===== src/design/eac3s_pkg.sv =====
package eac3s_pkg;

  // width of the stream position, frame start and frame counters
  localparam int unsigned COUNT_WIDTH = 32;

  localparam logic [7:0] SYNC_FIRST     = 8'h0B;
  localparam logic [7:0] SYNC_SECOND    = 8'h77;
  localparam logic [2:0] SIZE_HIGH_MASK = 3'h7;
  localparam int unsigned SIZE_SHIFT    = 8;

  // short frames (two or four bytes) end on the second size byte
  localparam logic [12:0] SHORT_FRAME_MAX = 13'd4;

  typedef enum logic [2:0] {
    PH_HUNT    = 3'd0,
    PH_SYNC1   = 3'd1,
    PH_SIZE_HI = 3'd2,
    PH_SIZE_LO = 3'd3,
    PH_BODY    = 3'd4
  } phase_e;

  typedef struct packed {
    logic [12:0] frame_bytes;
    logic [31:0] frame_offset;
    logic [31:0] frame_number;
  } result_t;

  typedef struct packed {
    logic    emit;
    result_t res;
  } parse_out_t;

endpackage


===== src/design/eac3s_parser.sv =====
module eac3s_parser (
  input  logic                clk_i,
  input  logic                rst_ni,
  input  logic                step_i,
  input  logic [7:0]          byte_i,
  input  logic [31:0]         base_offset_i,
  output eac3s_pkg::parse_out_t parse_o
);
  import eac3s_pkg::*;

  phase_e                 phase_q, phase_d;
  logic [2:0]             size_high_q, size_high_d;
  logic [11:0]            bytes_left_q, bytes_left_d;
  logic [12:0]            cur_len_q, cur_len_d;
  logic [COUNT_WIDTH-1:0] stream_pos_q;
  logic [COUNT_WIDTH-1:0] frame_start_q, frame_start_d;
  logic [COUNT_WIDTH-1:0] frames_found_q;

  logic [10:0] size_field;
  logic [11:0] size_plus1;
  logic [12:0] new_len;
  logic [11:0] left_dec;
  logic        emit;

  assign size_field = {size_high_q, byte_i};
  assign size_plus1 = {1'b0, size_field} + 12'd1;
  assign new_len    = {size_plus1, 1'b0};
  assign left_dec   = (bytes_left_q != 12'd0) ? bytes_left_q - 12'd1 : bytes_left_q;

  // next phase
  always_comb begin
    phase_d = phase_q;
    unique case (phase_q)
      PH_SYNC1: begin
        if (byte_i == SYNC_SECOND) begin
          phase_d = PH_SIZE_HI;
        end else if (byte_i != SYNC_FIRST) begin
          phase_d = PH_HUNT;
        end
      end
      PH_SIZE_HI: phase_d = PH_SIZE_LO;
      PH_SIZE_LO: phase_d = (new_len <= SHORT_FRAME_MAX) ? PH_HUNT : PH_BODY;
      PH_BODY:    phase_d = (left_dec == 12'd0) ? PH_HUNT : PH_BODY;
      default:    phase_d = (byte_i == SYNC_FIRST) ? PH_SYNC1 : PH_HUNT;
    endcase
  end

  // datapath and report
  always_comb begin
    size_high_d   = size_high_q;
    bytes_left_d  = bytes_left_q;
    cur_len_d     = cur_len_q;
    frame_start_d = frame_start_q;
    emit          = 1'b0;
    unique case (phase_q)
      PH_SYNC1: begin
        if (byte_i == SYNC_FIRST) begin
          frame_start_d = stream_pos_q;
        end
      end
      PH_SIZE_HI: size_high_d = byte_i[2:0] & SIZE_HIGH_MASK;
      PH_SIZE_LO: begin
        cur_len_d = new_len;
        if (new_len <= SHORT_FRAME_MAX) begin
          bytes_left_d = 12'd0;
          emit         = 1'b1;
        end else begin
          bytes_left_d = 12'(new_len - SHORT_FRAME_MAX);
        end
      end
      PH_BODY: begin
        bytes_left_d = left_dec;
        emit         = (left_dec == 12'd0);
      end
      default: begin
        if (byte_i == SYNC_FIRST) begin
          frame_start_d = stream_pos_q;
        end
      end
    endcase
  end

  assign parse_o.emit             = emit;
  assign parse_o.res.frame_number = 32'(frames_found_q);
  assign parse_o.res.frame_offset = base_offset_i + 32'(frame_start_q);
  assign parse_o.res.frame_bytes  = cur_len_d;

  always_ff @(posedge clk_i or negedge rst_ni) begin
    if (!rst_ni) begin
      phase_q        <= PH_HUNT;
      size_high_q    <= '0;
      bytes_left_q   <= '0;
      cur_len_q      <= '0;
      stream_pos_q   <= '0;
      frame_start_q  <= '0;
      frames_found_q <= '0;
    end else if (step_i) begin
      phase_q       <= phase_d;
      size_high_q   <= size_high_d;
      bytes_left_q  <= bytes_left_d;
      cur_len_q     <= cur_len_d;
      stream_pos_q  <= stream_pos_q + COUNT_WIDTH'(1);
      frame_start_q <= frame_start_d;
      if (emit) begin
        frames_found_q <= frames_found_q + COUNT_WIDTH'(1);
      end
    end
  end

  a_body_nonzero: assert property (@(posedge clk_i) disable iff (!rst_ni)
    phase_q == PH_BODY |-> bytes_left_q != 12'd0)
    else $error("frame body with no bytes left");

  a_count_on_emit: assert property (@(posedge clk_i) disable iff (!rst_ni)
    step_i && emit |=> frames_found_q == $past(frames_found_q) + COUNT_WIDTH'(1))
    else $error("frame counter missed a report");

  a_hold_idle: assert property (@(posedge clk_i) disable iff (!rst_ni)
    !step_i |=> $stable(phase_q) && $stable(stream_pos_q) && $stable(frames_found_q))
    else $error("parser state moved without a byte");

  a_emit_ends_frame: assert property (@(posedge clk_i) disable iff (!rst_ni)
    step_i && emit |=> phase_q == PH_HUNT)
    else $error("report without return to hunting");

endmodule


===== src/design/eac3s_out_reg.sv =====
module eac3s_out_reg (
  input  logic               clk_i,
  input  logic               rst_ni,
  input  logic               load_i,
  input  eac3s_pkg::result_t res_i,
  input  logic               take_i,
  output logic               valid_o,
  output eac3s_pkg::result_t res_o
);
  import eac3s_pkg::*;

  logic    valid_q;
  result_t res_q;

  always_ff @(posedge clk_i or negedge rst_ni) begin
    if (!rst_ni) begin
      valid_q <= 1'b0;
    end else if (load_i) begin
      valid_q <= 1'b1;
    end else if (take_i) begin
      valid_q <= 1'b0;
    end
  end

  always_ff @(posedge clk_i) begin
    if (load_i) begin
      res_q <= res_i;
    end
  end

  assign valid_o = valid_q;
  assign res_o   = res_q;

endmodule


===== src/design/eac3_sync_frame_scanner_core.sv =====
// channel   | direction | payload (lowest bit first)
// s_axis    | in        | data_byte[7:0]
// m_axis    | out       | frame_number[31:0], frame_offset[63:32], frame_bytes[76:64], zero pad
// cfg       | in        | base_offset[31:0]
//
// one word accepted per cycle, sustained, while the result side keeps up
// a frame's report is loaded into the result register when its last word leaves the input register
// the input register moves on whenever the result register is empty or being taken,
// so a stalled result holds the input register and s_axis_tready drops
// reset clears phase, counters, base_offset and both valid flags
// cfg is always ready; write it only while the scanner is idle
module eac3_sync_frame_scanner_core (
  input  logic        clk_i,
  input  logic        rst_ni,
  // slave side: data_byte[7:0]
  input  logic        s_axis_tvalid,
  output logic        s_axis_tready,
  input  logic [7:0]  s_axis_tdata,
  // master side: frame_number[31:0], frame_offset[63:32], frame_bytes[76:64], pad
  output logic        m_axis_tvalid,
  input  logic        m_axis_tready,
  output logic [79:0] m_axis_tdata,
  // configuration: base_offset[31:0]
  input  logic        cfg_valid_i,
  output logic        cfg_ready_o,
  input  logic [31:0] cfg_data_i
);
  import eac3s_pkg::*;

  logic        in_valid_q;
  logic [7:0]  in_byte_q;
  logic [31:0] base_offset_q;
  logic        advance;
  logic        out_valid;
  parse_out_t  parse;
  result_t     out_res;

  // the input word is consumed once the result register can take its report
  assign advance       = in_valid_q && (!out_valid || m_axis_tready);
  assign s_axis_tready = !in_valid_q || advance;
  assign cfg_ready_o   = 1'b1;

  always_ff @(posedge clk_i or negedge rst_ni) begin
    if (!rst_ni) begin
      in_valid_q <= 1'b0;
    end else if (s_axis_tready) begin
      in_valid_q <= s_axis_tvalid;
    end
  end

  // payload register, no reset needed
  always_ff @(posedge clk_i) begin
    if (s_axis_tvalid && s_axis_tready) begin
      in_byte_q <= s_axis_tdata;
    end
  end

  always_ff @(posedge clk_i or negedge rst_ni) begin
    if (!rst_ni) begin
      base_offset_q <= '0;
    end else if (cfg_valid_i && cfg_ready_o) begin
      base_offset_q <= cfg_data_i;
    end
  end

  // sync hunt, size decode and frame counting
  eac3s_parser u_parser (
    .clk_i         (clk_i),
    .rst_ni        (rst_ni),
    .step_i        (advance),
    .byte_i        (in_byte_q),
    .base_offset_i (base_offset_q),
    .parse_o       (parse)
  );

  // result register towards m_axis
  eac3s_out_reg u_out_reg (
    .clk_i   (clk_i),
    .rst_ni  (rst_ni),
    .load_i  (advance && parse.emit),
    .res_i   (parse.res),
    .take_i  (m_axis_tready),
    .valid_o (out_valid),
    .res_o   (out_res)
  );

  assign m_axis_tvalid = out_valid;
  assign m_axis_tdata  = {3'b000, out_res.frame_bytes, out_res.frame_offset,
                          out_res.frame_number};

  a_no_overwrite: assert property (@(posedge clk_i) disable iff (!rst_ni)
    advance |-> !(out_valid && !m_axis_tready))
    else $error("report register overwritten while stalled");

  a_ready_when_empty: assert property (@(posedge clk_i) disable iff (!rst_ni)
    !in_valid_q |-> s_axis_tready)
    else $error("empty input register not ready");

  a_report_follows_byte: assert property (@(posedge clk_i) disable iff (!rst_ni)
    $rose(out_valid) |-> $past(advance))
    else $error("report without a consumed word");

endmodule


===== config.mk =====
export PLATFORM = sky130hd
export DESIGN_NAME = eac3_sync_frame_scanner_core
export DESIGN_NICKNAME = d
export VERILOG_FILES = /design/src/design/eac3s_pkg.sv /design/src/design/eac3s_parser.sv /design/src/design/eac3s_out_reg.sv /design/src/design/eac3_sync_frame_scanner_core.sv
export SDC_FILE = /design/constraint.sdc
export NUM_CORES = 1
export LEC_CHECK = 0
export BUFFER_PORTS_ARGS = -buffer_cell sky130_fd_sc_hd__clkbuf_2
export CORE_UTILIZATION = 30
export DETAILED_ROUTE_END_ITERATION = 8
export SKIP_LAST_GASP = 1
export SYNTH_ARGS = -nofsm -noshare
export SYNTH_HDL_FRONTEND = slang
export SYNTH_SLANG_ARGS = --single-unit
export TNS_END_PERCENT = 50

===== constraint.sdc =====
create_clock -name clk_i -period 7.6 [get_ports clk_i]
set_input_delay 1.14 -clock clk_i [delete_from_list [all_inputs] [get_ports clk_i]]
set_output_delay 1.14 -clock clk_i [all_outputs]
set_load 0.01 [all_outputs]

==> flow_summary.json <==
{
  "die_x_um": 199,
  "port_buffers": 123,
  "fin_tns_setup_ns": 0,
  "synthCells": 983,
  "area.growth.synth_to_final_pct": 17.7,
  "crit_chain": "inv_1 -> ha_1 -> or3b_2 -> nor3_2 -> nor2b_1 -> a21oi_1 -> nand4b_1 -> o31ai_4 -> buf_4",
  "p_leak_nw": 5.68,
  "grt_pass1_vias": 7746,
  "cp.arrival_ns": 3.61,
  "clk_latency_ns": 0.56,
  "syn_area_mm2": 0.0116,
  "drive_gt1_share_pct": 22.4,
  "dieArea_mm2": 0.0396,
  "skew_ns": 0.0117,
  "cp.required_ns": 7.79,
  "pin_count": 128,
  "grt_pass1_wl_mm": 40.9,
  "async_reset_ff_share_pct": 65.4,
  "holdPathEnd": "u_parser.frames_found_q[31]$_DFFE_PN0P_",
  "synth_area_per_cell_um2": 11.8,
  "synth.most_common_cell": "dfrtp_1",
  "total_power_mw": 3.01,
  "ir_drop_uv": 153,
  "synth_area_leaders": "dfrtp_1, edfxtp_1, mux2_2",
  "wire_per_inst_um": 15.3,
  "crit_start": "u_parser.bytes_left_q[0]$_DFFE_PN0P_",
  "firstDrtPassIters": 4,
  "nets": 1190,
  "seqCellArea_mm2": 0.00658,
  "status": "finished clean",
  "r2r_cells": 9,
  "r2r-end": "u_out_reg.res_o[52]$_DFFE_PP_",
  "synthDistinctLibCells": 71,
  "startpoint_type": "flop",
  "crit_type": "reg2reg",
  "nFillCells": 3750,
  "root_buffer": "clkbuf_16",
  "layout_setup_ws_ns": 4.18,
  "cp_slowest_cell": "buf_4",
  "final_max_slew_viol_count": 0,
  "cts_resized": 0,
  "yosys_warnings": 0,
  "overflow": 0,
  "core_mm2": 0.0379,
  "r2r_start": "u_parser.bytes_left_q[0]$_DFFE_PN0P_",
  "yosysTopAreaCell": "dfrtp_1",
  "grt_max_degree": 61,
  "via_per_inst": 4.75,
  "numCtsBuffers": 29,
  "synthTopCellsByCount": "dfrtp_1, nand2_1, edfxtp_1",
  "grt_usage_pct": 12.9,
  "synth.ff_latch_count": 246,
  "finalHoldViolations": 0,
  "cp-end-kind": "flop",
  "cts.sinks": 246,
  "vias": 7791,
  "ant_nets": 0,
  "max_cap_violations": 0,
  "initial_core_util_pct": 30.7,
  "synth_edf_count": 85,
  "cts_tree": "yes",
  "wirelength_mm": 25.2,
  "worst_slew_pin_slew_ns": 1.02,
  "p_per_area_mw_per_mm2": 220,
  "clkTransAtPathRegs_ns": 0.06,
  "dpl_cell_area_mm2": 0.0128,
  "place_ws_ns": 4.12,
  "multiInputGateArea_mm2": 0.00478,
  "yosysTopAreaCellShare_pct": 34.6,
  "max_stage_delay_ns": 0.54,
  "grt_antenna_before_repair": 1,
  "maxSlewHeadroom_pct": 31.7,
  "dp_cells": 1586,
  "postLayoutCoreUtil_pct": 36.1,
  "period_needed_ns": 3.42,
  "rsz0062_at_grt": "false",
  "final_cells": 1641,
  "dp_hpwl_mm": 17.9,
  "hold_path_class": "reg2reg",
  "holdPathStages": 1,
  "drc": 0,
  "critPathMaxFanout": 46,
  "ys_seq_area_share_pct": 56.6,
  "cts_setup_buffers": 0,
  "ctsLongestPathBuffers": 3,
  "worstHoldStart": "u_parser.frames_found_q[31]$_DFFE_PN0P_",
  "setup_violations": 0,
  "ys.flop_type": "dfrtp_1",
  "hold_buffers": 0,
  "rrSetupSlack_ns": 4.18,
  "final_cell_area_mm2": 0.0137,
  "gp_congestion": 0.862,
  "htree_levels": 1,
  "drtIter0Drc": 404,
  "die_h_um": 199,
  "fmax_mhz": 292,
  "holdWs_ns": 0.476,
  "finalCritPeriodShare_pct": 45.1,
  "num_rows": 71
}
[registers in the layout, indices dropped and copies added (netlist names)]
register                 cells
u_out_reg.valid_o            1
u_parser.stream_pos_q       32
in_valid_q                   1
base_offset_q               32
u_parser.frames_found_q     32
in_byte_q                    8
u_parser.bytes_left_q       12
u_parser.cur_len_q          13
u_out_reg.res_o             77
u_parser.size_high_q         3
u_parser.frame_start_q      32
u_parser.phase_q             3
[layer usage]
layer	wire, um	up-vias	part of all wire [%]	global-route usage, %
li1	-	3800	-	-
met1	11900	3800	47	17.5
met2	11600	149	46	21.0
met3	1130	42	4.5	2.41
met4	511	0	2.0	3.50
met5	0	-	0	0
[power breakdown]
| group | total, mW | internal [mW] | switching (mW) |
|---|---|---|---|
| combinational | 0.206 | 0.0923 | 0.113 |
| sequential | 1.46 | 1.42 | 0.0444 |
| clock | 1.34 | 0.803 | 0.542 |
| total | 3.01 | 2.31 | 0.699 |
[cell usage in the layout, fill, tap and decap left out, drive strengths merged, types with 26 or more instances in the layout]
cell	count
clkbuf	164
xor2	26
nand2	92
nor2	43
inv	26
ha	38
nand3	40
dfrtp	161
edfxtp	85
o21ai	62
a21oi	33
mux2	65
xnor2	83
[cell families (layout without fill, tap and decap cells)]
kind of cell             after synthesis  count (layout)  synth area share (%)
flip-flops                           246             246                  56.6
AND/OR/NAND/NOR                      295             295                  12.8
adder cells (fa/ha/maj)               39              39                  4.26
AO/OA/AOI/OAI                        161             161                  9.04
multiplexers                          67              67                  6.46
buffers and inverters                 64             208                  2.57
other                                  2               5                0.0645
XOR/XNOR                             109             109                  8.20
[critical path: cells and delay by family (launching register included)]
kind / cells / cell delay [ns]
compound gates: 2 / 0.40
fa+ha+maj: 1 / 0.16
buf+inv: 2 / 0.66
flops: 1 / 0.47
simple gates: 4 / 1.33
[cell type report]
| cell class | instances | share of cell area [%] |
|---|---|---|
| antenna | 1 | 0.0183 |
| timing repair buffer | 129 | 4.87 |
| tap | 511 | 4.67 |
| clock inverter | 12 | 0.868 |
| clock buffer | 42 | 5.89 |
| sequential | 246 | 48.1 |
| inverter | 25 | 0.685 |
| multi-input combinational | 675 | 34.9 |
[worst max-delay path by stage]
| stage | to | cells after the start |
|---|---|---|
| final | u_out_reg.res_o[52]$_DFFE_PP_ | 9 |
| after global routing | u_out_reg.res_o[50]$_DFFE_PP_ | 9 |
| after CTS | u_out_reg.res_o[47]$_DFFE_PP_ | 9 |
| after detailed placement | u_parser.stream_pos_q[31]$_DFFE_PN0P_ | 9 |
| after global placement | u_parser.stream_pos_q[31]$_DFFE_PN0P_ | 9 |
| after floorplan | u_out_reg.res_o[0]$_DFFE_PP_ | 9 |
(Power assumes the default switching activity.)
